$ cat src/hdl/j2g_pkg.sv
`timescale 1ns / 1ps
// shared types, constants and normalization helper for the j2 acceleration pipeline
package j2g_pkg;

	localparam int EXP_W = 12;
	localparam int FN_W  = 1 + EXP_W + 32;

	// sign, binary exponent, 32-bit significand with top bit set (or zero)
	typedef struct packed {
		logic                    s;
		logic signed [EXP_W-1:0] e;
		logic [31:0]             m;
	} fnum_t;

	typedef enum logic [1:0] {
		CFG_GRAV   = 2'd0,
		CFG_J2     = 2'd1,
		CFG_RADIUS = 2'd2,
		CFG_NONE   = 2'd3
	} cfg_idx_t;

	localparam int DEF_POS_WIDTH = 40;
	localparam int DEF_ACC_WIDTH = 48;

	localparam logic [39:0] GRAV_RST   = 40'd398600;
	localparam logic [31:0] J2_RST     = 32'd1190364274;
	localparam logic [39:0] RADIUS_RST = 40'd26124849;

	localparam fnum_t F_THREE = '{s: 1'b0, e: EXP_W'(-30), m: 32'hC000_0000};
	localparam fnum_t F_FIVE  = '{s: 1'b0, e: EXP_W'(-29), m: 32'hA000_0000};

	// cycles from accept to result strobe
	localparam int LATENCY = 83;

	function automatic fnum_t norm64(input logic [63:0] mag, input logic sgn);
		fnum_t      r;
		logic [5:0] n;
		logic [63:0] sh;
		n = '0;
		for (int i = 0; i < 64; i++) begin
			if (mag[i]) n = 6'(i);
		end
		sh = mag << (6'd63 - n);
		r.s = sgn;
		if (mag == '0) begin
			r.m = '0;
			r.e = '0;
		end else begin
			r.m = sh[63:32];
			r.e = EXP_W'(n) - EXP_W'(31);
		end
		return r;
	endfunction

endpackage

$ cat src/hdl/j2g_fmul.sv
`timescale 1ns / 1ps
// two-stage significand multiplier: product register, then normalize
module j2g_fmul (
	input  logic            clk,
	input  j2g_pkg::fnum_t  a,
	input  j2g_pkg::fnum_t  b,
	output j2g_pkg::fnum_t  y
);
	import j2g_pkg::*;

	logic [63:0]             prod_s1;
	logic signed [EXP_W-1:0] esum_s1;
	logic                    sgn_s1;
	logic                    zero_s1;
	fnum_t                   y_s2;

	always_ff @(posedge clk) begin
		prod_s1 <= {32'd0, a.m} * {32'd0, b.m};
		esum_s1 <= a.e + b.e;
		sgn_s1  <= a.s ^ b.s;
		zero_s1 <= (a.m == '0) || (b.m == '0);
	end

	always_ff @(posedge clk) begin
		if (zero_s1) begin
			y_s2 <= '0;
		end else if (prod_s1[63]) begin
			y_s2 <= '{s: sgn_s1, e: esum_s1 + EXP_W'(32), m: prod_s1[63:32]};
		end else begin
			y_s2 <= '{s: sgn_s1, e: esum_s1 + EXP_W'(31), m: prod_s1[62:31]};
		end
	end

	assign y = y_s2;
endmodule

$ cat config.mk
export PLATFORM = sky130hd
export DESIGN_NAME = j2g_fmul
export DESIGN_NICKNAME = d
export VERILOG_FILES = /design/src/hdl/j2g_pkg.sv /design/src/hdl/j2g_fmul.sv
export SDC_FILE = /design/constraint.sdc
export NUM_CORES = 2
export LEC_CHECK = 0
export ABC_AREA = 0
export BUFFER_PORTS_ARGS = -buffer_cell sky130_fd_sc_hd__buf_2
export CORE_ASPECT_RATIO = 0.5
export CORE_MARGIN = 2
export CORE_UTILIZATION = 65
export DETAILED_ROUTE_END_ITERATION = 7
export PLACE_DENSITY_LB_ADDON = 0.15
export SLEW_MARGIN = 40
export SYNTH_ARGS = -nofsm -noshare
export SYNTH_HDL_FRONTEND = slang
export SYNTH_SLANG_ARGS = --single-unit
$ cat constraint.sdc
create_clock -name clk -period 24.6 [get_ports clk]
set_input_delay 4.92 -clock clk [delete_from_list [all_inputs] [get_ports clk]]
set_output_delay 4.92 -clock clk [all_outputs]
set_load 0.02 [all_outputs]
* Word level (Yosys, flattened, before mapping)
Cells that the tools add are included.
** Operators by class
- Multipliers :: 1
- Muxes and demuxes :: 1
- Add/sub/neg operators :: 3
- Reductions and logical operators :: 3
- Bitwise gates (word level) :: 1
** Operators with widths (number)
- $logic_not 32->1 :: 2
- $mul 32x32->64 :: 1
- $mux 44 :: 1
- $add 12x12->12 :: 1
- $add 12x6->12 const B :: 1
- $add 12x7->12 const B :: 1
- $logic_or 1x1->1 :: 1
- $xor 1x1->1 :: 1
** Storage, ports and cells
- Output and inout port bits :: 45
- Register bits :: 123

* Depth between registers and ports, before layout
- Depth after elaboration :: 2
- Depth in mapped cells :: 29

* Worst setup path after synthesis
Ideal clock, no wire load.
- Path type :: in2reg
- Start point :: input port b[2] (netlist name)
- End point :: register prod_s1[53]
- Slack :: 12.976 ns
- Arrival :: 11.553 ns
- Cell stages on the path :: 26
- Required time :: 24.528 ns
- Path through :: clkbuf_1 > and2_1 > fa_1 > inv_1 > fa_1 > fa_1 > fa_1 > inv_1 > fa_1 > inv_1 > fa_1 > inv_1 > fa_1 > inv_1 > fa_1 > inv_1 > ha_1 > nand2_1 > or3_1 > a2111oi_2 > o21ai_1 > o211a_4 > o41ai_4 > a21oi_2 > o21ai_2 > xor2_1
** Between the ends
- Cells in the longest elaborated chain, start to end :: 1
** RTL lines
- start, declared :: line j2g_fmul.sv:6 : input j2g_pkg::fnum_t b,
- $mul 32x32->64 :: line j2g_fmul.sv:18 : prod_s1 <= {32'd0, a.m} * {32'd0, b.m};
- end signal, assigned :: line j2g_fmul.sv:18
- end, declared :: line j2g_fmul.sv:11 : logic [63:0] prod_s1;
Every way passes these cells.
A chain may end at the register's enable or synchronous reset.

* Worst setup path after layout
- Start point :: input port b[11] (netlist name)
- End point :: register prod_s1[63]
The elaborated chain is that of the path after synthesis.

==> summary.md <==
| Metric | Value |
|---|---|
| GPL Wtd Cong | 0.934 |
| Crit-path max FO | 33 |
| Ant diodes | 0 |
| Leading area contributor after synthesis | fa_1 |
| Primary FF master, synth | dfxtp_1 |
| Outcome | finished, final reports clean |
| Drt drc | 0 |
| WL met2 | 45800 µm |
| Final worst slack | 11.76 ns |
| Worst path required time | 24.90 ns |
| Mapped Area | 0.0358 mm² |
| Critical path class | input port to flip-flop |
| Crit path DAT | 13.13 ns |
| Initial Utilization | 66.2% |
| Layout cells sized above 1 | 4.32% |
| Yosys top cell area share | 50.1% |
| CP max stage cell | buf_2 |
| Postcts setup bufs | 0 |
| Slew Limit Fails | 0 |
| CTS buffer count | 9 |
| CP dominant cell by count | fa_1 |
| Fmax | 77.9 MHz |
| DR vias/cell | 5.78 |
| H-tree Lvls | 3 |
| I/O Buffers | 135 |
| Fill count | 4361 |
| Slew headroom | 37.7% |
| Hold Path Class | flip-flop to flip-flop |
| CTS Hold Bufs | 0 |
| Flop and latch count out of synthesis | 92 |
| Final setup violation count | 0 |
| Total number of vias | 26300 |
| RSZ-0062 raised after global routing | false |
| Nature of the critical path startpoint | input port |
| Syn_nets | 5152 |
| Clk_skew | 0.0120 ns |
| Max_cap viols | 0 |
| Max clock buf depth | 2 |
| Final WL | 93800 µm |
| PostCTS Resize Cnt | 0 |
| Clock Latency Late Sink | 0.38 ns |
| Vias in the first global route | 28900 |
| Site row count | 60 |
| First-pass GRT wire length | 153000 µm |
| Synthesized area per cell | 9.20 µm² |
| Endpoints failing hold | 0 |
| Met3 wire len | 8180 µm |
| DIE AREA | 0.0571 mm² |
| 1st-iter DRT viols | 2068 |
| Post-synth EDFFs | 0 |
| Most frequent cells in the layout | fa_1, inv_1, and2_1, nand2_1, ha_1 |
| TritonCTS clock tree | built |
| WL met1 | 35800 µm |
| Die Wd | 336 µm |
| Detailed-placement wirelength estimate | 69600 µm |
| Delay-heaviest family, CP | adder cells |
| P&R area growth vs syn | 3.35% |
| Worst-Margin Slew | 0.935 ns |
| Io pins | 136 |
| Antenna violations before repair | 0 |
| Tcrit/Tclk final | 52.2% |
| Final #Nets | 5097 |
| Seq/Total Area, Yosys | 5.15% |
| Commonest non-fill, non-tap cell in the layout | fa_1 |
| Synth unique cells | 53 |
| Crit-path cells | buf_2, nand2_1, fa_1, fa_1, fa_1, fa_1, inv_1, fa_1, fa_1, fa_1, inv_1, fa_1, inv_1, ha_1, nand3_1, nor3_1, o211a_1, o21ai_1, o21ai_1, a41oi_1, o31ai_1, xnor2_1 |
| CP Buf/Inv Count | 4 |
| Gr usage total | 35.0% |
| Post-synth ARST share | 0% |
| Post-Synthesis Cells | 3892 |
| Final min period | 12.84 ns |
| Clock transition at path regs | 0.08 ns |
| Yosys warns | 0 |
| GRT overflow | 0 |
| First-pass DRT Iterations | 6 |
| Core area | 0.0541 mm² |
| CP max stage delay | 0.67 ns |
| Largest net degree at the start of global routing | 46 |
| ANT nets after route | 0 |
| Final TNS setup | 0 ns |
| Place WS | 11.62 ns |
| WL/cell | 20.6 µm |
| Critical path endpoint category | flip-flop |
| Die H | 170 µm |
| Top Metal Used | met4 |
| Synth area leaders | fa_1, and2_1, ha_1, inv_1, dfxtp_1 |
| Final hold slack | 0.471 ns |
| Clock Tree Root | clkbuf_16 |
| Clk sinks | 92 |
-- sequential cells by signal, summed over array words and instances (netlist names) --
register,cells
esum_s1,12
y,45
zero_s1,1
sgn_s1,1
prod_s1,33
-- cell type report --
cell class              count  area [µm²]  area share (%)
clock buffers              10         239           0.646
clock inverters             6        75.1           0.203
repair buffers            142         771            2.08
flip-flops and latches     92        1850            4.99
multi-input cells        2699       29800            80.6
inverters                 893        3350            9.06
well taps                 713         892            2.41
-- routing by layer --
layer  track usage, %  vias up
met5                0        -
met4             12.6        0
met3             6.60      312
met2             59.5     1230
met1             45.2    13600
li1                 -    11200
-- worst paths after layout --
path | endpoint | slack, ns | cells past startpoint | from
max | prod_s1[63]$_DFF_P_ | 11.76 | 22 | b[11]
min | y[44]$_SDFF_PP0_ | 0.47 | 1 | sgn_s1$_DFF_P_
max reg2reg | y[43]$_SDFF_PP0_ | 22.67 | 6 | prod_s1[63]$_DFF_P_
min reg2reg | y[44]$_SDFF_PP0_ | 0.47 | 1 | sgn_s1$_DFF_P_
-- cell usage after synthesis, types with 7 or more instances --
library cell	number
a21o_1	20
a21oi_1	65
and2_1	605
clkbuf_1	204
dfxtp_1	92
fa_1	896
ha_1	273
inv_1	893
mux2i_1	31
nand2_1	467
nand3_1	12
nand4_1	20
nor2_1	85
nor2b_1	7
nor3_1	10
nor4_1	22
o21a_1	9
o21ai_0	45
o21bai_1	10
xnor2_1	32
xor2_1	21
-- per-stage QoR --
| step | area [µm²] | utilization (%) | instances |
|---|---|---|---|
| 5_1_grt | 37000 | 68.4 | 4555 |
| 4_1_cts | 36900 | 68.4 | 4555 |
| 2_1_floorplan | 35800 | - | 3892 |
| 3_5_place_dp | 36600 | 67.8 | 4539 |
| 6_report | 37000 | 68.4 | 4555 |
| 3_3_place_gp | 36600 | 67.8 | 4539 |
-- logic make-up (layout without fill, tap and decap cells) --
family | after synthesis | count (layout) | synth area share (%)
AND/OR/NAND/NOR | 1244 | 1244 | 17.8
adder cells (fa/ha/maj) | 1169 | 1169 | 59.7
buffers and inverters | 1101 | 1051 | 11.6
AO/OA/AOI/OAI | 202 | 202 | 3.65
flip-flops | 92 | 92 | 5.15
XOR/XNOR | 53 | 53 | 1.30
multiplexers | 31 | 31 | 0.867
Power is not shown: default switching activity piles up to over one toggle a cycle in this logic, so the estimate is an artifact.
