**src/hdl/j2g_pkg.sv**
```systemverilog
`timescale 1ns / 1ps
// shared types, constants and normalization helper for the j2 acceleration pipeline
package j2g_pkg;

	localparam int EXP_W = 12;
	localparam int FN_W  = 1 + EXP_W + 32;

	// sign, binary exponent, 32-bit significand with top bit set (or zero)
	typedef struct packed {
		logic                    s;
		logic signed [EXP_W-1:0] e;
		logic [31:0]             m;
	} fnum_t;

	typedef enum logic [1:0] {
		CFG_GRAV   = 2'd0,
		CFG_J2     = 2'd1,
		CFG_RADIUS = 2'd2,
		CFG_NONE   = 2'd3
	} cfg_idx_t;

	localparam int DEF_POS_WIDTH = 40;
	localparam int DEF_ACC_WIDTH = 48;

	localparam logic [39:0] GRAV_RST   = 40'd398600;
	localparam logic [31:0] J2_RST     = 32'd1190364274;
	localparam logic [39:0] RADIUS_RST = 40'd26124849;

	localparam fnum_t F_THREE = '{s: 1'b0, e: EXP_W'(-30), m: 32'hC000_0000};
	localparam fnum_t F_FIVE  = '{s: 1'b0, e: EXP_W'(-29), m: 32'hA000_0000};

	// cycles from accept to result strobe
	localparam int LATENCY = 83;

	function automatic fnum_t norm64(input logic [63:0] mag, input logic sgn);
		fnum_t      r;
		logic [5:0] n;
		logic [63:0] sh;
		n = '0;
		for (int i = 0; i < 64; i++) begin
			if (mag[i]) n = 6'(i);
		end
		sh = mag << (6'd63 - n);
		r.s = sgn;
		if (mag == '0) begin
			r.m = '0;
			r.e = '0;
		end else begin
			r.m = sh[63:32];
			r.e = EXP_W'(n) - EXP_W'(31);
		end
		return r;
	endfunction

endpackage

```
**src/hdl/j2g_fsqrt.sv**
```systemverilog
`timescale 1ns / 1ps
// square root, one result bit per pipeline stage over 32 stages
module j2g_fsqrt (
	input  logic            clk,
	input  j2g_pkg::fnum_t  a,
	output j2g_pkg::fnum_t  y
);
	import j2g_pkg::*;

	localparam int NSTEP = 32;

	logic [63:0]             m_in;
	logic signed [EXP_W-1:0] ev;

	logic [33:0]             rem_s  [NSTEP];
	logic [31:0]             res_s  [NSTEP];
	logic [63:0]             mv_s   [NSTEP];
	logic signed [EXP_W-1:0] eh_s   [NSTEP];
	logic                    zero_s [NSTEP];

	// make the exponent even before taking the root
	always_comb begin
		if (a.e[0]) begin
			m_in = {1'b0, a.m, 31'd0};
			ev   = a.e - EXP_W'(31);
		end else begin
			m_in = {a.m, 32'd0};
			ev   = a.e - EXP_W'(32);
		end
	end

	for (genvar k = 0; k < NSTEP; k++) begin : g_step
		logic [33:0]             rem_in;
		logic [31:0]             res_in;
		logic [63:0]             mv_in;
		logic signed [EXP_W-1:0] eh_in;
		logic                    zero_in;
		logic [35:0]             cur, trial;
		logic                    take;

		if (k == 0) begin : g_first
			assign rem_in  = '0;
			assign res_in  = '0;
			assign mv_in   = m_in;
			assign eh_in   = ev >>> 1;
			assign zero_in = (a.m == '0);
		end else begin : g_next
			assign rem_in  = rem_s[k-1];
			assign res_in  = res_s[k-1];
			assign mv_in   = mv_s[k-1];
			assign eh_in   = eh_s[k-1];
			assign zero_in = zero_s[k-1];
		end

		always_comb begin
			cur   = {rem_in, mv_in[63:62]};
			trial = {2'b00, res_in, 2'b01};
			take  = (cur >= trial);
		end

		always_ff @(posedge clk) begin
			rem_s[k]  <= take ? 34'(cur - trial) : cur[33:0];
			res_s[k]  <= {res_in[30:0], take};
			mv_s[k]   <= {mv_in[61:0], 2'b00};
			eh_s[k]   <= eh_in;
			zero_s[k] <= zero_in;
		end
	end

	assign y = zero_s[NSTEP-1] ? '0 :
		'{s: 1'b0, e: eh_s[NSTEP-1], m: res_s[NSTEP-1]};
endmodule

```
**config.mk**
```make
export PLATFORM = sky130hd
export DESIGN_NAME = j2g_fsqrt
export DESIGN_NICKNAME = d
export VERILOG_FILES = /design/src/hdl/j2g_pkg.sv /design/src/hdl/j2g_fsqrt.sv
export SDC_FILE = /design/constraint.sdc
export NUM_CORES = 2
export LEC_CHECK = 0
export BUFFER_PORTS_ARGS = -buffer_cell sky130_fd_sc_hd__buf_2
export CORE_ASPECT_RATIO = 0.7
export CORE_MARGIN = 2
export CORE_UTILIZATION = 65
export CTS_BUF_LIST = sky130_fd_sc_hd__clkbuf_8
export DETAILED_ROUTE_END_ITERATION = 10
export PLACE_DENSITY = 0.87
export SETUP_SLACK_MARGIN = 0.05
export SYNTH_ARGS = -nofsm -noshare
export SYNTH_HDL_FRONTEND = slang
export SYNTH_MEMORY_MAX_BITS = 65536
export SYNTH_SLANG_ARGS = --single-unit
```
**constraint.sdc**
```tcl
create_clock -name clk -period 5.1 [get_ports clk]
set_input_delay 0.255 -clock clk [delete_from_list [all_inputs] [get_ports clk]]
set_output_delay 0.255 -clock clk [all_outputs]
set_load 0.1 [all_outputs]
```
# == Yosys cells after proc, flatten, opt, wreduce, memory -nomap -nowiden ==
# Memory sizes are Yosys's and may differ from the RTL's.
# Index checks and enable logic that the tools add are counted.
# word_totals
ramBits,4512
word_cells,107
in_bits,46
n_memories,5
register_bits,0
out_inout_bits,45
# classes
n_reduce_logical,1
addsub,34
muxes,35
order_cmp,32
# mem_list
memory,depth,width,read_ports,rd_clocked_by_memory_dff,wr,line_no,rtl
mv_s,32,62,31,0,32,j2g_fsqrt.sv:17,logic [63:0] mv_s [NSTEP];
rem_s,32,34,31,0,32,j2g_fsqrt.sv:15,logic [33:0] rem_s [NSTEP];
res_s,32,32,32,0,32,j2g_fsqrt.sv:16,logic [31:0] res_s [NSTEP];
eh_s,32,12,32,0,32,j2g_fsqrt.sv:18,logic signed [EXP_W-1:0] eh_s [NSTEP];
zero_s,32,1,32,0,32,j2g_fsqrt.sv:19,logic zero_s [NSTEP];
# ops
op,count
$ge 36x34->1,31
$mux 34,32
$sub 34x34->34,31
$mux 64,1
$mux 44,1
$logic_not 32->1,1
$mux 12,1
$sub 12x6->12 const B,1
$sub 12x7->12 const B,1
$sub 2x1->3 const B,1
$ge 2x1->1 const B,1

# == Logic depth before layout (Yosys ltp) ==
# depth
word_depth,3
mapped_depth,15
mapped_depth_nobuf,13

# == Worst setup path before layout ==
# OpenSTA, ideal clock, no wires.
# synth_path
path_type,reg-to-reg
from,"memory rem_s[29][0], in the netlist rem_s[1][442]"
to,"memory rem_s[30][20], in the netlist rem_s[1][496]"
path_stages_with_launch,15
setup_ps,121
slack_ps,1383
n_path_buf,2
t_required_ps,4979
period_less_slack_ps,3717
arrival_time_ps,3596
cell_sequence,dfxtp_1 -> ha_1 -> fa_1 -> a211oi_1 -> nor2_1 -> a221oi_1 -> o21ai_0 -> nand4_1 -> a21oi_1 -> o31ai_1 -> and2_1 -> clkbuf_1 -> inv_1 -> clkbuf_1 -> mux2_2
# synth_lines
item,line_no
"start, declared",j2g_fsqrt.sv:15

==> flow_summary.json <==
{
  "powerDensity_nw_per_um2": 491,
  "muxShareOfSynthArea": 0.0187,
  "drt_first_pass_iters": 7,
  "crit_required_ns": 5.96,
  "drc": 0,
  "worstMarginPinSlew_ns": 1.34,
  "cap_viol_max_count": 0,
  "critical_path_class": "flip-flop to flip-flop",
  "synth_compound_area_frac": 0.127,
  "leakage_nw": 44.5,
  "yosysMostFrequentCell": "dfxtp_1",
  "path_cells": "ha_1, fa_1, a21oi_1, o21ai_0, a2111oi_0, nor3b_1, o21ai_0, and3b_1, a221oi_1, a22o_1",
  "hold_viol": 0,
  "grt_pass1_vias": 60500,
  "gp_congestion": 0.971,
  "min_period_over_period": 0.855,
  "yosysSeqAreaShare": 0.518,
  "hold_depth": 3,
  "r2r_cells": 10,
  "yosysTopAreaCellShare": 0.518,
  "grt_pass1_wl_um": 337000,
  "cts_buffer_depth": 4,
  "synth_top_family_by_area": "simple AND/OR/NAND/NOR gates",
  "wl_per_cell_um": 20.1,
  "routed_wl_um": 216000,
  "fin_skew_ns": 0.138,
  "dp_slack_ns": 0.858,
  "slew_headroom": 0.0972,
  "rsz0062_at_grt": "no",
  "max_stage_delay_ns": 0.74,
  "cts_buffers": 316,
  "nets": 9424,
  "total_power_mw": 45.9,
  "yosys_warnings": 0,
  "hold_ws_ns": 0.0835,
  "core_area_um2": 127000,
  "critical-path-top-cell-by-count": "o21ai_0",
  "yosysUniqueCellTypes": 88,
  "ir_drop_mv": 0.419,
  "cts_setup_buffers": 0,
  "rows": 109,
  "worst_path_dominant_cell_family": "compound AO/OA/AOI/OAI gates",
  "syn_inst": 8417,
  "synthTopCellsByCount": "2157 x dfxtp_1, 704 x inv_1, 607 x nand2_1",
  "antenna_found_initial": 16,
  "synth_edf_count": 0,
  "clkTransAtPathRegs_ns": 0.10,
  "post-dp-hpwl_um": 153000,
  "num_vias": 63200,
  "portBuffers": 88,
  "crit_arrival_ns": 5.22,
  "cts_tree": "done",
  "cp_num_cells": 10,
  "ios": 91,
  "start_util": 0.658,
  "setup_viol_count_final": 0,
  "syn_area_per_cell_um2": 9.91,
  "synth_simple_gate_area_frac": 0.129,
  "ys_ff_latch": 2157,
  "synth_fa_ha_area_frac": 0.0837,
  "synth_xor_area_frac": 0.0853,
  "async_flop_share": 0,
  "end_kind": "flip-flop",
  "cts_root_buffer": "clkbuf_8",
  "cts_max_level": 5,
  "cts_hold_buf": 113,
  "fin_crit_ns": 4.36,
  "cts_resized": 0,
  "die_h_um": 304,
  "die_area_um2": 131000,
  "maxSlewViolCount": 0,
  "cts_sinks": 2157,
  "holdCritPathClass": "primary input to flip-flop",
  "yosys.area.top_type": "dfxtp_1",
  "max_freq_mhz": 229,
  "fin_tns_setup_ns": 0,
  "ys.flop_type": "dfxtp_1",
  "status": "finished, final reports clean",
  "die_x_um": 432,
  "ant_nets": 0,
  "cp_max_fo": 16,
  "grt_max_degree": 52,
  "r2r_slack_ns": 0.74,
  "crit_buf_inv": 0,
  "grt-ovfl-total": 0,
  "crit_path_start_kind": "flip-flop",
  "netlist_area_um2": 83400,
  "syn_to_final_growth_pct": 11.9,
  "grt_use_total": 0.322,
  "drtIter0Drc": 7310,
  "via_per_inst": 5.90,
  "synth_area_leaders": "dfxtp_1 52%, ha_1 8.0%, xnor2_1 4.5%",
  "drive_above_1_share": 0.0888,
  "insertion_delay_ns": 1.07,
  "slowest_stage": "a2111oi_0",
  "setup_slack_ns": 0.740
}
layout by cell type (no fill, tap or decap), drive strengths merged, types with 130 or more instances in the layout:
cell type,synthesis,layout
xor2,385,385
nor2,482,482
a21oi,515,515
nor3,225,225
dfxtp,2157,2157
o21ai,494,494
nand2,607,607
buf,14,134
nand3,131,131
inv,704,792
ha,534,534
a21o,226,226
clkbuf,140,389
xnor2,428,428
mux2,130,130
cell type report:
class / instances / area, um^2
sequential: 2157 / 43200
multi-input combinational: 5402 / 37100
fill: 8385 / 33500
clock buffer: 389 / 5350
inverter: 705 / 2650
tap: 1665 / 2080
timing repair buffer: 247 / 1940
clock inverter: 149 / 1040
antenna: 7 / 17.5
flip-flops by register name (all words and copies together), names as in the netlist:
name    count
res_s     528
rem_s     989
eh_s      352
mv_s      256
zero_s     32
routing by layer:
metal | vias to the layer above | track usage | wire [um]
met3 | 514 | 0.0872 | 24800
met2 | 3301 | 0.435 | 83300
li1 | 29700 | - | -
met4 | 4 | 0.108 | 6480
met5 | - | 0 | 22
met1 | 29700 | 0.491 | 101000
power breakdown:
part	internal [mW]	switching, mW	leakage [nW]
clock	7.60	6.57	3.62
combinational	3.88	5.17	23.0
sequential	19.9	2.71	18.0
cell families after synthesis:
group,after synthesis
muxes,140
DFF,2157
buffers and inverters,859
adders and majority gates,549
other,1
AOI/OAI and AO/OA,1725
xor gates and xnor gates,813
and+or+nand+nor,2173
stage by stage:
step	std cells	utilization	instance area [um^2]
after global placement	10100	0.677	85800
final	10700	0.736	93400
after floorplan	8418	-	83400
after CTS	10700	0.736	93300
after global routing	10700	0.736	93300
after detailed placement	10100	0.677	85800
tightest hold or removal path: stages:
cell           delay (ns)
dlygate4sd3_1        0.53
buf_2                0.17
mux2_2               0.18
final timing paths:
path / start / endpoint
min: a[14] / mv_s[0][45]
max: rem_s[1][170] / rem_s[1][231]
max reg2reg: rem_s[1][170] / rem_s[1][231]
min reg2reg: eh_s[3][62] / eh_s[3][74]
Power figures use the tool's default switching activity.
