**src/hdl/j2g_pkg.sv**
```systemverilog
`timescale 1ns / 1ps
// shared types, constants and normalization helper for the j2 acceleration pipeline
package j2g_pkg;

	localparam int EXP_W = 12;
	localparam int FN_W  = 1 + EXP_W + 32;

	// sign, binary exponent, 32-bit significand with top bit set (or zero)
	typedef struct packed {
		logic                    s;
		logic signed [EXP_W-1:0] e;
		logic [31:0]             m;
	} fnum_t;

	typedef enum logic [1:0] {
		CFG_GRAV   = 2'd0,
		CFG_J2     = 2'd1,
		CFG_RADIUS = 2'd2,
		CFG_NONE   = 2'd3
	} cfg_idx_t;

	localparam int DEF_POS_WIDTH = 40;
	localparam int DEF_ACC_WIDTH = 48;

	localparam logic [39:0] GRAV_RST   = 40'd398600;
	localparam logic [31:0] J2_RST     = 32'd1190364274;
	localparam logic [39:0] RADIUS_RST = 40'd26124849;

	localparam fnum_t F_THREE = '{s: 1'b0, e: EXP_W'(-30), m: 32'hC000_0000};
	localparam fnum_t F_FIVE  = '{s: 1'b0, e: EXP_W'(-29), m: 32'hA000_0000};

	// cycles from accept to result strobe
	localparam int LATENCY = 83;

	function automatic fnum_t norm64(input logic [63:0] mag, input logic sgn);
		fnum_t      r;
		logic [5:0] n;
		logic [63:0] sh;
		n = '0;
		for (int i = 0; i < 64; i++) begin
			if (mag[i]) n = 6'(i);
		end
		sh = mag << (6'd63 - n);
		r.s = sgn;
		if (mag == '0) begin
			r.m = '0;
			r.e = '0;
		end else begin
			r.m = sh[63:32];
			r.e = EXP_W'(n) - EXP_W'(31);
		end
		return r;
	endfunction

endpackage

```
**src/hdl/j2g_fdiv.sv**
```systemverilog
`timescale 1ns / 1ps
// restoring divider, one quotient bit per stage, then renormalize
module j2g_fdiv (
	input  logic            clk,
	input  j2g_pkg::fnum_t  a,
	input  j2g_pkg::fnum_t  b,
	output j2g_pkg::fnum_t  y
);
	import j2g_pkg::*;

	localparam int NSTEP = 32;

	logic [31:0]             rem_s  [NSTEP+1];
	logic [32:0]             quo_s  [NSTEP+1];
	logic [31:0]             dv_s   [NSTEP+1];
	logic signed [EXP_W-1:0] e_s    [NSTEP+1];
	logic                    sg_s   [NSTEP+1];
	logic                    zero_s [NSTEP+1];
	fnum_t                   y_q;

	// top quotient bit straight from comparing the significands
	always_ff @(posedge clk) begin
		rem_s[0]  <= (a.m >= b.m) ? (a.m - b.m) : a.m;
		quo_s[0]  <= {32'd0, (a.m >= b.m)};
		dv_s[0]   <= b.m;
		e_s[0]    <= a.e - b.e;
		sg_s[0]   <= a.s ^ b.s;
		zero_s[0] <= (a.m == '0) || (b.m == '0);
	end

	for (genvar k = 1; k <= NSTEP; k++) begin : g_step
		logic [32:0] t;
		logic        take;

		always_comb begin
			t    = {rem_s[k-1], 1'b0};
			take = (t >= {1'b0, dv_s[k-1]});
		end

		always_ff @(posedge clk) begin
			rem_s[k]  <= take ? 32'(t - {1'b0, dv_s[k-1]}) : t[31:0];
			quo_s[k]  <= {quo_s[k-1][31:0], take};
			dv_s[k]   <= dv_s[k-1];
			e_s[k]    <= e_s[k-1];
			sg_s[k]   <= sg_s[k-1];
			zero_s[k] <= zero_s[k-1];
		end
	end

	always_ff @(posedge clk) begin
		if (zero_s[NSTEP]) begin
			y_q <= '0;
		end else if (quo_s[NSTEP][32]) begin
			y_q <= '{s: sg_s[NSTEP], e: e_s[NSTEP] - EXP_W'(31), m: quo_s[NSTEP][32:1]};
		end else begin
			y_q <= '{s: sg_s[NSTEP], e: e_s[NSTEP] - EXP_W'(32), m: quo_s[NSTEP][31:0]};
		end
	end

	assign y = y_q;
endmodule

```
**config.mk**
```make
export PLATFORM = sky130hd
export DESIGN_NAME = j2g_fdiv
export DESIGN_NICKNAME = d
export VERILOG_FILES = /design/src/hdl/j2g_pkg.sv /design/src/hdl/j2g_fdiv.sv
export SDC_FILE = /design/constraint.sdc
export NUM_CORES = 2
export LEC_CHECK = 0
export BUFFER_PORTS_ARGS = -buffer_cell sky130_fd_sc_hd__buf_2
export CORE_AREA = 2 2 571 573
export CTS_BUF_LIST = sky130_fd_sc_hd__clkbuf_8 sky130_fd_sc_hd__clkbuf_16
export CTS_CLUSTER_DIAMETER = 30
export DETAILED_ROUTE_END_ITERATION = 6
export DIE_AREA = 0 0 573 575
export GPL_TIMING_DRIVEN = 0
export PLACE_DENSITY = 0.57
export SETUP_SLACK_MARGIN = 0.3
export SLEW_MARGIN = 15
export SYNTH_ARGS = -nofsm -noshare
export SYNTH_HDL_FRONTEND = slang
export SYNTH_SLANG_ARGS = --single-unit
```
**constraint.sdc**
```tcl
create_clock -name clk -period 8.1 [get_ports clk]
set_clock_uncertainty 0.15 [all_clocks]
set_input_delay 0.405 -clock clk [delete_from_list [all_inputs] [get_ports clk]]
set_output_delay 0.405 -clock clk [all_outputs]
set_load 0.03 [all_outputs]
```
; Word level (Yosys, flattened, before mapping)
; Memory sizes are Yosys's and may differ from the RTL's. A register that Yosys moved wholly into a read port is not among the register bits.
; Index checks and enable logic that the tools add are counted.
; W data, S select, Z words.
[totals]
ram_bits = 3663
mem_count = 6
input_bits = 91
elab_cells = 115
output_inout_bits = 45
ff_bits = 44
[classes]
mux = 34
bitwise_logic = 1
n_addsub = 36
reduce_logical = 3
magnitude_cmp = 33
[memory_table]
columns = memory, words, width, read_ports, rd_ports_with_merged_regs, write_ports, line
row1 = quo_s, 33, 33, 33, 0, 33, j2g_fdiv.sv:14  ; logic [32:0] quo_s [NSTEP+1];
row2 = dv_s, 33, 32, 32, 0, 33, j2g_fdiv.sv:15  ; logic [31:0] dv_s [NSTEP+1];
row3 = rem_s, 33, 32, 32, 0, 33, j2g_fdiv.sv:13  ; logic [31:0] rem_s [NSTEP+1];
row4 = e_s, 33, 12, 33, 0, 33, j2g_fdiv.sv:16  ; logic signed [EXP_W-1:0] e_s [NSTEP+1];
row5 = sg_s, 33, 1, 33, 1, 33, j2g_fdiv.sv:17  ; logic sg_s [NSTEP+1];
row6 = zero_s, 33, 1, 33, 0, 33, j2g_fdiv.sv:18  ; logic zero_s [NSTEP+1];
[ops]
columns = cell, count
row1 = $ge A33 B32 Y1, 32
row2 = $mux W32, 33
row3 = $sub A32 B32 Y32, 33
row4 = $logic_not A32 Y1, 2
row5 = $mux W44, 1
row6 = $ge A32 B32 Y1, 1
row7 = $sub A12 B12 Y12, 1
row8 = $sub A12 B6 Y12 const B, 1
row9 = $sub A12 B7 Y12 const B, 1
row10 = $logic_or A1 B1 Y1, 1
row11 = $xor A1 B1 Y1, 1

; Depth between registers and ports, before layout
; An unclocked memory read counts as a cell.
[logic_depth]
depth_word = 3
mapped_depth = 16
mapped_depth_nobuf = 15

; Worst setup path after synthesis
; Ideal clock, no wire load.
[synth_timing]
path_kind = register to register
start = memory dv_s[16][7], in the netlist dv_s[0][519]
end = memory rem_s[17][14], in the netlist rem_s[0][558]
t_required_ps = 7827
path_buffers = 1
arrival_ps = 3360
setup_ps = 123
stages_incl_launch_ff = 15
path_slack_ps = 4466
synth_period_minus_slack_ps = 3634
cell_sequence = dfxtp_1 inv_1 ha_1 and4_1 a21oi_1 a31oi_1 or3_1 a31oi_4 o31ai_4 a2111oi_4 o31ai_1 a31o_1 a41oi_2 buf_6 mux2_1
[synth_rtl]
columns = element, line
row1 = from (decl), j2g_fdiv.sv:15
row2 = to (decl), j2g_fdiv.sv:13

==> metrics.csv <==
stage,metric,value,unit
finish,Area Growth Syn to Fin,20.9,%
cts,Clock Root Buffer,clkbuf_16,
grt,vias in the first global route,92400,
timing,endpoints failing setup,0,
timing,Fin Setup TNS,0,ps
floorplanning,Die Height,575,microns
place,Setup WS pre-CTS,3310,ps
routing,DRT iter0 DRCs,5373,
worst_setup_path,WP data required,8810,ps
routing,DRT Pass-1 Iters,6,
grt,largest net degree at the start of global routing,17,
worst_setup_path,crit-path max FO,10,
cts,Max clock buf depth,4,
floorplanning,Die Area,329000,sq um
timing,RSZ-0062 raised after global routing,no,
logic_synthesis,Synth Register Bits,3116,
cts,TritonCTS sink count,3116,
routing,DR vias,93400,
place,PortBufs,135,
finish,"commonest cells after routing, fill and taps aside","3116 x dfxtp_1, 1378 x inv_1, 1127 x a21oi_1, 1069 x ha_1, 862 x nand2_1",
cts,"Reg clk slew, reported paths",50,ps
timing,f_max,202,MHz
power_and_ir_drop,pwr/cell area,496,nW/um^2
timing,final critical-path setup slack,3160,ps
floorplanning,Top Ports,136,
timing,fin crit share,0.610,
worst_setup_path,CP arrival,5660,ps
finish,"most common cell after layout, fill and taps aside",dfxtp_1,
timing,fin. max-slew vios,0,
grt,"Most Used Layer, Global Route",met2,
grt,GR Layer Usage met1,0.226,
logic_synthesis,Netlist cell types,99,
routing,DRT antenna net count,0,
logic_synthesis,post-synth net total,14500,
power_and_ir_drop,Max VDD drop,0.274,mV
floorplanning,CORE AREA,323000,sq um
grt,initial antenna violation count,1,
logic_synthesis,yosys warns,0,
flow_run,Max-Cap Viols,0,
grt,met2 GRT Util,0.350,
grt,GRT met3 Usage,0.0244,
power_and_ir_drop,Lkg Pwr,0.0712,uW
timing,slew margin rel.,0.209,
worst_setup_path,CP Class,input pin to flop,
cts,CTS tree,done,
cts,Inserted Clock Buffers,546,
worst_setup_path,CP Capture Type,flop,
floorplanning,chip width,573,microns
grt,first-pass GRT wire length,506,mm
routing,DRC,0,
logic_synthesis,Syn Inst Count,13300,
worst_setup_path,startpoint types,input pin,
floorplanning,Starting Density,0.399,
cts,Worst-Skew Late Latency,1010,ps
finish,fill count,30300,
grt,gr ovfl total,0,
logic_synthesis,Synth Cell Area,129000,sq um
floorplanning,row cnt,209,
status,status,completed,
finish,share of post-route cells with drive strength above 1,0.109,
routing,final WL,326,mm
logic_synthesis,top_reg_cell synth,dfxtp_1,
logic_synthesis,"EDFF count, synth",0,
finish,# nets final,15300,
routing,drt via density,4.94,
place,half-perimeter wire length after placement,254,mm
logic_synthesis,Syn Area/Cell,9.68,sq um
timing,Slew @ Worst Pin,1180,ps
cts,H-Tree Depth,6,
timing,final hold vios,0,
routing,WL per Instance,17.2,microns
worst_hold_path,hold crit path type,input pin to flop,
grt,GRT Util Overall,0.192,
timing,"Min Clock Period, post-route",4940,ps
logic_synthesis,ys async rst share,0,
place,GP Congestion,0.905,
logic_synthesis,post-synthesis sequential area ratio,0.484,
[worst max-delay path, stage by stage]
cell and delay [ps]:
dlygate4sd3_1 540, buf_2 150, inv_1 120, ha_1 210, fa_1 220, nor2b_1 70, nor2_1 90, o21ai_1 100
o311a_1 330, o21ai_1 250, a311oi_1 200, o32ai_2 410, o21ai_1 220, a31o_2 280, a311oi_2 700, clkbuf_1 540
o21ai_0 220, dlygate4sd3_1 600
[report_power, final]
group	internal [uW]	total [uW]	switching, uW
registers	20500	23200	2790
clock network	14900	23100	8190
logic	13300	31000	17700
[routing by layer]
metal | vias up | share of wire
met4 | 0 | 0.038
met3 | 639 | 0.038
met2 | 1909 | 0.50
met5 | - | 0
li1 | 47600 | -
met1 | 43300 | 0.42
[flip-flops by register name (all words and copies together), names as in the netlist]
register and flops:
dv_s 1024, y 45, sg_s 33, quo_s 561, rem_s 1024, e_s 396
zero_s 33
[synthesized netlist by cell type, drive strengths merged (124+ instances only)]
cell,count,area (sq um)
dfxtp,3116,62400
inv,1345,5050
a21oi,1127,5640
ha,1069,13400
nand2,862,3240
o21ai,856,4290
nor2,773,2900
xnor2,550,4820
a21o,487,3660
xor2,344,3010
mux2,330,3720
clkbuf,218,818
nand3,215,1080
nor2b,181,1140
nand2b,168,1050
nand4,141,882
o21a,140,1050
nor3,133,666
o21bai,124,931
[repair_timing]
| item | CTS | global route |
|---|---|---|
| endpoints found under the hold margin | 79 | 0 |
| gates resized for setup | 0 | 0 |
| buffers inserted | 0 | 0 |
| hold buffers | 156 | 0 |
[cell families after synthesis]
family	Yosys count	share of synthesized area
AOI/OAI and AO/OA	3379	0.163
xor gates and xnor gates	894	0.0608
adders and majority gates	1102	0.109
buffers and inverters	1628	0.0483
DFF	3116	0.484
muxes	377	0.0325
and+or+nand+nor	2805	0.102
[final timing paths]
path,end,slack [ps],cells past startpoint,from
max,rem_s[0][4]$_DFF_P_,3160,18,a[0]
min,rem_s[0][7]$_DFF_P_,80,4,a[7]
max reg2reg,rem_s[0][514]$_DFF_P_,3280,14,dv_s[0][481]$_DFF_P_
min reg2reg,quo_s[14][2]$_DFF_P_,150,0,quo_s[13][1]$_DFF_P_
[per-stage QoR]
step           hold slack [ps]  total power (uW)  instances  cell area [sq um]   util
2_1_floorplan              160             45700      13300             129000      -
4_1_cts                   7.24             77900      18900             156000  0.482
3_5_place_dp               162             54200      17800             135000  0.418
3_3_place_gp               160             54200      17800             135000  0.417
5_1_grt                   62.5             82500      18900             156000  0.482
6_report                  78.7             77300      18900             156000  0.482
[area by class of cell]
type	count	area, sq um	share of cell area
Clock buffer	599	14500	0.0930
Buffer	283	1170	0.00755
Antenna cell	8	20.0	0.000129
Sequential cell	3116	62400	0.401
Tap cell	4325	5410	0.0348
Timing Repair Buffer	293	2270	0.0146
Clock inverter	402	4660	0.0299
Inverter	1345	5050	0.0324
Multi-Input combinational cell	8557	60200	0.387
(Power assumes the default switching activity.)
