## src/hdl/j2g_pkg.sv

```systemverilog
`timescale 1ns / 1ps
// shared types, constants and normalization helper for the j2 acceleration pipeline
package j2g_pkg;

	localparam int EXP_W = 12;
	localparam int FN_W  = 1 + EXP_W + 32;

	// sign, binary exponent, 32-bit significand with top bit set (or zero)
	typedef struct packed {
		logic                    s;
		logic signed [EXP_W-1:0] e;
		logic [31:0]             m;
	} fnum_t;

	typedef enum logic [1:0] {
		CFG_GRAV   = 2'd0,
		CFG_J2     = 2'd1,
		CFG_RADIUS = 2'd2,
		CFG_NONE   = 2'd3
	} cfg_idx_t;

	localparam int DEF_POS_WIDTH = 40;
	localparam int DEF_ACC_WIDTH = 48;

	localparam logic [39:0] GRAV_RST   = 40'd398600;
	localparam logic [31:0] J2_RST     = 32'd1190364274;
	localparam logic [39:0] RADIUS_RST = 40'd26124849;

	localparam fnum_t F_THREE = '{s: 1'b0, e: EXP_W'(-30), m: 32'hC000_0000};
	localparam fnum_t F_FIVE  = '{s: 1'b0, e: EXP_W'(-29), m: 32'hA000_0000};

	// cycles from accept to result strobe
	localparam int LATENCY = 83;

	function automatic fnum_t norm64(input logic [63:0] mag, input logic sgn);
		fnum_t      r;
		logic [5:0] n;
		logic [63:0] sh;
		n = '0;
		for (int i = 0; i < 64; i++) begin
			if (mag[i]) n = 6'(i);
		end
		sh = mag << (6'd63 - n);
		r.s = sgn;
		if (mag == '0) begin
			r.m = '0;
			r.e = '0;
		end else begin
			r.m = sh[63:32];
			r.e = EXP_W'(n) - EXP_W'(31);
		end
		return r;
	endfunction

endpackage

```

## src/hdl/j2g_fadd.sv

```systemverilog
`timescale 1ns / 1ps
// three-stage adder: align, add or subtract magnitudes, renormalize
module j2g_fadd (
	input  logic            clk,
	input  j2g_pkg::fnum_t  a,
	input  j2g_pkg::fnum_t  b,
	output j2g_pkg::fnum_t  y
);
	import j2g_pkg::*;

	logic                    a_big;
	fnum_t                   big, sml;
	logic [EXP_W:0]          shamt;
	logic [63:0]             av, bv;

	logic [63:0]             av_s1, bv_s1;
	logic                    sub_s1, sgn_s1, byp_s1;
	logic signed [EXP_W-1:0] be_s1;
	fnum_t                   bypv_s1;

	logic [63:0]             sum_s2;
	logic                    sgn_s2, byp_s2;
	logic signed [EXP_W-1:0] be_s2;
	fnum_t                   bypv_s2;

	fnum_t                   nv;
	fnum_t                   y_s3;

	always_comb begin
		a_big = (a.e > b.e) || ((a.e == b.e) && (a.m >= b.m));
		big   = a_big ? a : b;
		sml   = a_big ? b : a;
		shamt = {big.e[EXP_W-1], big.e} - {sml.e[EXP_W-1], sml.e};
		av    = {1'b0, big.m, 31'd0};
		bv    = (shamt >= (EXP_W+1)'(63)) ? 64'd0 : ({1'b0, sml.m, 31'd0} >> shamt);
	end

	always_ff @(posedge clk) begin
		av_s1   <= av;
		bv_s1   <= bv;
		sub_s1  <= big.s ^ sml.s;
		sgn_s1  <= big.s;
		be_s1   <= big.e;
		byp_s1  <= (a.m == '0) || (b.m == '0);
		bypv_s1 <= (a.m == '0) ? b : a;
	end

	always_ff @(posedge clk) begin
		sum_s2  <= sub_s1 ? (av_s1 - bv_s1) : (av_s1 + bv_s1);
		sgn_s2  <= sgn_s1;
		be_s2   <= be_s1;
		byp_s2  <= byp_s1;
		bypv_s2 <= bypv_s1;
	end

	assign nv = norm64(sum_s2, sgn_s2);

	always_ff @(posedge clk) begin
		if (byp_s2) begin
			y_s3 <= bypv_s2;
		end else if (nv.m == '0) begin
			y_s3 <= nv;
		end else begin
			y_s3 <= '{s: nv.s, e: nv.e + be_s2 - EXP_W'(31), m: nv.m};
		end
	end

	assign y = y_s3;
endmodule

```

## config.mk

```make
export PLATFORM = sky130hd
export DESIGN_NAME = j2g_fadd
export DESIGN_NICKNAME = d
export VERILOG_FILES = /design/src/hdl/j2g_pkg.sv /design/src/hdl/j2g_fadd.sv
export SDC_FILE = /design/constraint.sdc
export NUM_CORES = 1
export LEC_CHECK = 0
export BUFFER_PORTS_ARGS = -buffer_cell sky130_fd_sc_hd__buf_4
export CAP_MARGIN = 10
export CORE_MARGIN = 2
export CORE_UTILIZATION = 55
export DETAILED_ROUTE_END_ITERATION = 12
export GPL_ROUTABILITY_DRIVEN = 0
export HOLD_SLACK_MARGIN = 0.1
export MAX_ROUTING_LAYER = met4
export PLACE_DENSITY = 0.73
export SYNTH_ARGS = -nofsm -noshare
export SYNTH_HDL_FRONTEND = slang
export SYNTH_SLANG_ARGS = --single-unit
```

## constraint.sdc

```tcl
create_clock -name clk -period 7.9 [get_ports clk]
set_clock_uncertainty 0.1 [all_clocks]
set_input_delay 0.395 -clock clk [delete_from_list [all_inputs] [get_ports clk]]
set_output_delay 0.395 -clock clk [all_outputs]
set_load 0.005 [all_outputs]
```

==> Word-level counts from Yosys, hierarchy flattened <==
Index checks and enable logic that the tools add are counted.
{ "op_classes": {"add_sub_neg": 7, "magnitude_cmp": 3, "n_eq_ne": 1, "shifts": 2, "muxes": 70, "n_bitwise": 1, "n_reduce_logical": 7} }
{ "ops": {"columns": ["cell", "count"], "rows": [
  ["2-to-1 mux 6 bit", 62],
  ["2-to-1 mux 45 bit", 4],
  ["logical NOT 32 bit", 3],
  ["2-to-1 mux 44 bit", 2],
  ["adder 63 x 64 -> 64 bit", 1],
  ["logical NOT 64 bit", 1],
  ["2-to-1 mux 64 bit", 1],
  ["left shift 64 x 6 -> 64 bit", 1],
  [">> shifter 63 x 13 -> 64 bit", 1],
  ["subtractor 63 x 64 -> 64 bit", 1],
  [">= comparator 32 bit", 1],
  [">= comparator 13 x 6 -> 1 bit (second input constant)", 1],
  ["subtractor 12 x 12 -> 13 bit", 1],
  ["adder 12 bit", 1],
  ["== test 12 bit", 1],
  ["greater-than comparator 12 bit", 1],
  ["subtractor 12 x 6 -> 12 bit (second input constant)", 1],
  ["subtractor 6 x 5 -> 7 bit (second input constant)", 1],
  ["subtractor 6 bit (first input constant)", 1],
  ["logical OR 1 bit", 2],
  ["logical AND 1 bit", 1],
  ["2-to-1 mux 1 bit", 1],
  ["XOR 1 bit", 1]
]} }
{ "word_totals": {"register_bits": 324, "out_inout_bits": 45, "elab_cells": 110} }

==> Logic depth before layout (Yosys ltp) <==
Gate-level depths: netlist (run 1).
{ "depth": {"depth_word": 70, "mapped_depth": 27, "depth_no_buf": 26} }

==> Worst setup path before layout (run 1) <==
No wires, ideal clock.
{ "synth_path": {"path_type": "register -> register", "from": "register sum_s2[38]", "to": "register y_s3, in the netlist y[43]", "setup_time_ns": 0.087, "t_arrival_ns": 5.282, "t_required_ns": 7.713, "setup_slack_ns": 2.431, "path_stages_with_launch": 28, "path_buffers": 3, "period_less_slack_ns": 5.469, "path_cell_list": "dfxtp_1 > clkbuf_1 > nor4_1 > o21ai_0 > a2111oi_0 > o21ai_0 > o211ai_1 > nand2_1 > inv_1 > clkbuf_1 > clkbuf_1 > ha_1 > and2_1 > ha_1 > ha_1 > fa_1 > a21o_1 > a21o_1 > a21oi_1 > nor2_1 > nor2_1 > o21bai_1 > a21oi_1 > o21bai_1 > a21oi_1 > xnor2_1 > xnor2_1 > o31ai_1"} }
{ "synth_between": {"elab_chain_cells": 32, "elab_cells_between_ends": 36, "classes_between": "4 x add/sub; 1 x shift; 29 x mux; 2 x reduce/logical"} }
{ "synth_lines": {"columns": ["element", "line_no", "rtl"], "rows": [
  ["start: declaration", "j2g_fadd.sv:21", "logic [63:0] sum_s2;"],
  ["start signal: assignment", "j2g_fadd.sv:49", "sum_s2 <= sub_s1 ? (av_s1 - bv_s1) : (av_s1 + bv_s1);"],
  ["2-to-1 mux 6 bit (26 in series)", "j2g_pkg.sv:41", "if (mag[i]) n = 6'(i);"],
  ["subtractor 6 x 5 -> 7 bit / subtractor 6 bit (equally long branches)", "j2g_pkg.sv:50, j2g_pkg.sv:43", null],
  ["2-to-1 mux 44 bit (*)", "j2g_pkg.sv:45", "if (mag == '0) begin"],
  ["adder 12 bit / 2-to-1 mux 44 bit (equally long branches)", "j2g_fadd.sv:64, j2g_pkg.sv:45", null],
  ["subtractor 12 x 6 -> 12 bit / logical NOT 32 bit (equally long branches)", "j2g_fadd.sv:64, j2g_fadd.sv:61", null],
  ["2-to-1 mux 44 bit (*)", "j2g_fadd.sv:61", "end else if (nv.m == '0) begin"],
  ["2-to-1 mux 45 bit (*)", "j2g_fadd.sv:59", "if (byp_s2) begin"],
  ["end signal: assignment", "j2g_fadd.sv:60", "y_s3 <= bypv_s2;"],
  ["end signal: assignment", "j2g_fadd.sv:62", "y_s3 <= nv;"],
  ["end signal: assignment", "j2g_fadd.sv:64", "y_s3 <= '{s: nv.s, e: nv.e + be_s2 - EXP_W'(31), m: nv.m};"],
  ["end: declaration", "j2g_fadd.sv:27", "fnum_t y_s3;"]
]} }
Every way passes the cells marked *; elsewhere a longest branch is shown, timed or not.
A chain may end at the register's enable or synchronous reset.

==> Worst setup path after layout (run 1) <==
{ "layout_path": {"from": "input port b[37] (netlist bit)", "to": "register bv_s1[4]"} }
{ "layout_between": {"elab_chain_cells": 6, "elab_cells_between_ends": 9, "classes_between": "1 x add/sub; 2 x order compare; 1 x eq/ne; 1 x shift; 2 x mux; 2 x reduce/logical"} }
{ "layout_lines": {"columns": ["element", "line_no", "rtl"], "rows": [
  ["start: declaration", "j2g_fadd.sv:6", "input j2g_pkg::fnum_t b,"],
  ["parallel branches: the longest is 6 deep, another holds subtractor 12 x 12 -> 13 bit", null, null],
  ["end signal: assignment", "j2g_fadd.sv:40", "bv_s1 <= bv;"],
  ["end: declaration", "j2g_fadd.sv:16", "logic [63:0] av_s1, bv_s1;"]
]} }
Several ways; the timed one is not identified.

==> results of run 1 <==
## cells in the mapped netlist (all sizes together), types with 24 or more instances
cell type	n
clkbuf	126
nor4	41
mux2i	240
a21oi	218
nand3	39
dfxtp	323
ha	132
inv	154
mux2	47
nor3	43
o31ai	34
a31oi	24
nand2	307
o21bai	28
nor2	230
o22ai	27
o21ai	198
a21o	65
xnor2	67
buf	32
## stage by stage
stage	power, W	instance area [µm²]	cells
floorplan	0.004293	21890	2743
global placement	0.005366	23200	3269
detailed placement	0.005440	23200	3269
CTS	0.007216	25220	3408
global route	0.007666	25240	3415
finish	0.007388	25240	3415
## where the power goes
group / total, W / switching (W) / leakage (nW) / internal (W)
combinational: 0.00354 / 0.00220 / 7.80 / 0.00134
sequential: 0.00210 / 0.000205 / 2.69 / 0.00189
clock: 0.00175 / 0.000692 / 0.594 / 0.00105
## area by class of cell
| class | instances | area share [%] |
|---|---|---|
| Multi-Input combinational cell | 2106 | 56.63 |
| Sequential cell | 323 | 25.63 |
| Timing Repair Buffer | 240 | 7.923 |
| Clock buffer | 46 | 3.917 |
| Tap cell | 525 | 2.603 |
| Inverter | 156 | 2.320 |
| Clock inverter | 13 | 0.9122 |
| Antenna cell | 6 | 0.05949 |
## path summary, 6_finish.rpt
kind                     from     endpoint  cells after the start
setup / recovery        b[37]     bv_s1[4]                     22
hold / removal          b[31]    av_s1[62]                      3
setup reg to reg    sum_s2[9]        y[43]                     24
hold reg to reg   bypv_s1[12]  bypv_s2[12]                      0
## state kept, by name, indices dropped and copies added, names as in the netlist
register and cells:
sum_s2 64, bv_s1 63, bypv_s1 45, bypv_s2 45, y 45, av_s1 32, be_s1 12, be_s2 12
byp_s1 1, byp_s2 1, sgn_s1 1, sgn_s2 1, sub_s1 1
## per-layer routing
layer	up-vias	wire, µm
li1	10092	-
met1	10362	30910
met2	1698	34270
met3	434	9428
met4	0	5746
met5	-	0
## critical path: cells and delay by family
family          cells  cell delay [ns]
simple gates       10             3.74
fa+ha+maj           2             0.70
buf+inv             3             0.77
compound gates      7             1.71
## cells by family after synthesis
| logic type | count (synthesis) | synth area share, % |
|---|---|---|
| muxes | 289 | 13.60 |
| buffers and inverters | 314 | 5.648 |
| adders and majority gates | 134 | 7.728 |
| DFF | 323 | 29.54 |
| and+or+nand+nor | 819 | 17.26 |
| AOI/OAI and AO/OA | 783 | 22.95 |
| xor gates and xnor gates | 81 | 3.275 |
==> metrics.cfg, run 1 <==
[cells_and_area]
final_common_cell = dfxtp_1
final_cell_mix = 321 x dfxtp_1, 305 x nand2_1, 240 x mux2i_1
drive_gt1_share_pct = 11.13
layout.core_utilization_pct = 63.81
register_area_um2 = 6469
fin_nets = 3087
fill_cells = 3322
areaGrowthSynthToFinish_pct = 15.30
multi_input_area_um2 = 14290

[clock_network]
cts_resized = 0
ctsHtreeMaxLevel = 2
clkLatencyLatePin_ns = 0.54
path_clk_slew_ns = 0.06
cts_buffers = 35
cts_hold_buffers = 80
cts_buffer_depth = 3
clockRootBuffer = clkbuf_16
post-cts-setup-buffer-count = 0
cts_tree = done
cts_num_sinks = 323

[synthesis]
syn_nets = 2968
ys_seq_area_share_pct = 29.54
synthCells = 2743
synth_edf_count = 0
yosysWarnings = 0
ys_ff_latch = 323
synth_top_area_cell = dfxtp_1
ys_async_sr_fraction_pct = 0
ys_types = 100
avgSynthCellArea_um2 = 7.980
ys.flop_type = dfxtp_1
synth_area_leaders = dfxtp_1 30%, mux2i_1 11%, ha_1 7.5%
syn-cell-area_um2 = 21890
yosysTopAreaCellShare_pct = 29.54

[flow_run]
drv_cap = 0

[grt]
grt_usage_pct = 38.70
grt_max_degree = 82
met1_usage_pct = 47.43
grt.busiest_layer = met2
grt_use_met2_pct = 57.56
grt_use_met3_pct = 10.10
grt_first_pass_wirelength_mm = 120.7
antenna_found_initial = 8
grt_pass1_vias = 20753
overflow = 0

[drt]
viasPerCell = 6.614
drtIter0Drc = 3539
dr.pass1.iters = 7
via_count = 22586
drt-total-wl_mm = 80.36
antenna_left = 0
route.detailed.drc = 0
wire_per_inst_um = 23.53

[timing]
hold_viol = 0
finalCritPeriodShare_pct = 88.73
worstMarginPinSlew_ns = 1.240
worst_slack_ns = 0.8907
rsz0062_at_grt = false
slew_violations = 0
max_freq_ghz = 0.1427
finalCriticalPeriod_ns = 7.009
max_slew_margin_pct = 17.12
tns_ns = 0
whs_ns = 0.1348
setup_violations = 0

[critical_path]
cp_cell_sequence = dlygate4sd3_1 > buf_4 > inv_1 > ha_1 > nand2_1 > or3_1 > or2_1 > or4b_1 > o21ai_2 > o21ai_2 > and2_1 > ha_2 > nand2_1 > o211ai_1 > o31ai_1 > a31oi_1 > or4_1 > o211ai_2 > nand2_2 > or3_1 > or3_1 > o211ai_1
rrSetupSlack_ns = 1.75
crit_fanout = 30
start_kind = input port
arrival_ns = 7.35
crit_type = in2reg
crit_required_ns = 8.24
slowest_delay_ns = 0.77
slowest_stage = or3_1
cp_common_cell = or3_1
endpoint_kind = flip-flop

[floorplan]
io_pins = 136
die_w_um = 203.5
rows = 73
dieArea_um2 = 41410
start_util_pct = 55.34
coreArea_um2 = 39550
die_h_um = 203.5

[placement]
io_buffers = 135
dpl.hpwl_mm = 60.08
post-place-ws_ns = 1.148

[power_and_ir_drop]
p_leak_nw = 11.08
power_density_nw_per_um2 = 292.8
irDropWorstVdd_mv = 0.2419

[worst_hold_path]
min_path_type = in2reg

[status]
status = finished, final reports clean

No activity file was read; power rests on OpenSTA's default activity.
==> run 2, diff against run 1 <==
- BUFFER_PORTS_ARGS: -buffer_cell sky130_fd_sc_hd__buf_4 -> -buffer_cell sky130_fd_sc_hd__buf_2
==> metrics.cfg, run 2 (same netlist as run 1, synthesis figures left out) <==
[status]
status = finished, final reports clean

[power_and_ir_drop]
p_leak_nw = 10.90  ; -1.7%
pwr-share-seq_pct = 28.9  ; +0.5 points
intPower_w = 0.004145  ; -3.4%
pwr-share-clk_pct = 23.7  ; about the same
switching_share_pct = 42.77  ; +0.85 points
irDropWorstVdd_mv = 0.2547  ; +5.3%
power_switching_w = 0.003097  ; about the same
report.power.total_w = 0.007242  ; -2.0%
power_density_nw_per_um2 = 292.5  ; about the same
pwr-share-comb_pct = 47.4  ; -0.5 points

[critical_path]
crit_fanout = 30  ; unchanged
endpoint_kind = flip-flop
arrival_ns = 7.27  ; -0.08 ns
cp_cell_sequence = dlygate4sd3_1 > buf_2 > inv_1 > ha_1 > nand2_1 > or3_1 > or2_1 > or4b_1 > o21ai_2 > o21ai_2 > and2_1 > ha_2 > nand2_1 > o211ai_1 > o31ai_1 > a31oi_1 > or4_1 > o211ai_2 > nand2_2 > or3_1 > or3_1 > o211ai_1
path_delay_family = simple AND/OR/NAND/NOR gates
cp_common_cell = or3_1
start_kind = input port
slowest_stage = or3_1
crit_buf_inv = 3  ; unchanged
crit_required_ns = 8.24  ; about the same
crit_type = in2reg
slowest_delay_ns = 0.78  ; about the same

[timing]
max_slew_margin_pct = 18.87  ; +1.7 points
rsz0062_at_grt = false
slew_violations = 0  ; unchanged
finalCriticalPeriod_ns = 6.926  ; -0.08358 ns
tns_ns = 0  ; unchanged
whs_ns = 0.1294  ; -0.005459 ns
worstMarginPinSlew_ns = 1.186  ; -0.05394 ns
finalCritPeriodShare_pct = 87.67  ; -1.1 points
setup_violations = 0  ; unchanged
hold_viol = 0  ; unchanged
max_freq_ghz = 0.1444  ; +1.2%

[placement]
dpl.hpwl_mm = 59.49  ; -0.97%
io_buffers = 135  ; unchanged
postPlaceCellArea_um2 = 22880  ; -1.4%

[drt]
drtIter0Drc = 3616  ; +2.2%
via_count = 22295  ; -1.3%
viasPerCell = 6.544  ; -1.1%
wire_per_inst_um = 23.20  ; -1.4%
dr.pass1.iters = 10  ; +3
route.detailed.drc = 0  ; unchanged
antenna_left = 0  ; unchanged
drt-total-wl_mm = 79.04  ; -1.6%

[floorplan]
coreArea_um2 = 39550  ; unchanged
die_w_um = 203.5  ; unchanged
dieArea_um2 = 41410  ; unchanged
die_h_um = 203.5  ; unchanged
io_pins = 136  ; unchanged
start_util_pct = 55.34  ; unchanged
rows = 73  ; unchanged

[cells_and_area]
top_register = sum_s2
areaGrowthSynthToFinish_pct = 13.12
fill_cells = 3305  ; -0.51%
final_cell_area_um2 = 24760  ; -1.9%
fin_nets = 3071  ; -0.52%
layout.core_utilization_pct = 62.61  ; -1.2 points
final_common_cell = dfxtp_1
final_cell_mix = 321 x dfxtp_1, 305 x nand2_1, 240 x mux2i_1
drive_gt1_share_pct = 11.43  ; +0.30 points
largestRegisters = sum_s2 x64, bv_s1 x63
largest_reg_flops = 64  ; unchanged

[worst_hold_path]
min_path_type = in2reg

[grt]
antenna_found_initial = 14  ; +6
grt_max_degree = 82  ; unchanged
grt_first_pass_wirelength_mm = 119.1  ; -1.3%
grt_pass1_vias = 20592  ; -0.78%
overflow = 0  ; unchanged
grt_usage_pct = 38.23  ; -0.47 points

[clock_network]
path_clk_slew_ns = 0.07  ; about the same
cts_tree = done
cts_buffer_depth = 3  ; unchanged
cts_buffers = 34  ; -2.9%
cts_num_sinks = 323  ; unchanged
ctsHtreeMaxLevel = 2  ; unchanged
clkLatencyLatePin_ns = 0.56  ; +0.02 ns
clockRootBuffer = clkbuf_16

[flow_run]
drv_cap = 0  ; unchanged

-- run 2: changes by cell type in the layout (fill, tap and decap cells not counted), moves of 6 or more --
cell	before	now
dlygate4sd3_1	80	62
buf_2	1	136
buf_4	159	27
diode_2	6	12
-- run 2: path summary, 6_finish.rpt --
kind,from,to,slack (ns),depth (start not counted)
setup / recovery,b[37],bv_s1[4],0.97,22
hold / removal,a[21],av_s1[52],0.13,3
setup reg to reg,sum_s2[38],y[43],1.80,23
hold reg to reg,bypv_s1[21],bypv_s2[21],0.21,0
-- run 2: repair_timing --
action,CTS,global route
hold buffers,62,0
buffers inserted,0,0
resized for setup,0,0
endpoints found under the hold margin,45,0
-- run 2: power groups by stage --
stage	Combinational [W]	Clock, W	Sequential, W
after detailed placement	0.00322	0	0.00212
final	0.00343	0.00172	0.00209
after CTS	0.00328	0.00171	0.00209
after floorplan	0.00224	0	0.00205
after global routing	0.00364	0.00179	0.00212
after global placement	0.00317	0	0.00211
-- run 2: layout make-up --
type / count / area (µm²) / share of cell area (%)
repair buffers: 225 / 1504 / 6.074
inverters: 156 / 585.6 / 2.365
flip-flops and latches: 323 / 6469 / 26.13
well taps: 525 / 656.9 / 2.653
clock buffers: 40 / 913.4 / 3.689
diodes: 12 / 30.03 / 0.1213
multi-input cells: 2106 / 14290 / 57.72
clock inverters: 20 / 309.0 / 1.248
-- run 2: per-stage QoR --
| step | setup WS [ns] | instances |
|---|---|---|
| 6_report | 0.9743 | 3407 |
| 3_3_place_gp | 1.411 | 3272 |
| 4_1_cts | 1.158 | 3394 |
| 2_1_floorplan | 2.431 | 2743 |
| 5_1_grt | 0.6197 | 3407 |
| 3_5_place_dp | 1.160 | 3272 |
-- run 2: tightest hold or removal path, delay by kind of cell --
family          cells  cell delay, ns
simple gates        1            0.05
buf+inv             1            0.13
compound gates      1            0.12
-- run 2: per-layer routing --
layer | up-vias | routed length [µm] | track usage [%]
li1 | 10062 | - | -
met1 | 10250 | 30450 | 47.95
met2 | 1611 | 32760 | 55.14
met3 | 372 | 10260 | 10.56
met4 | 0 | 5566 | 21.92
met5 | - | 0 | -
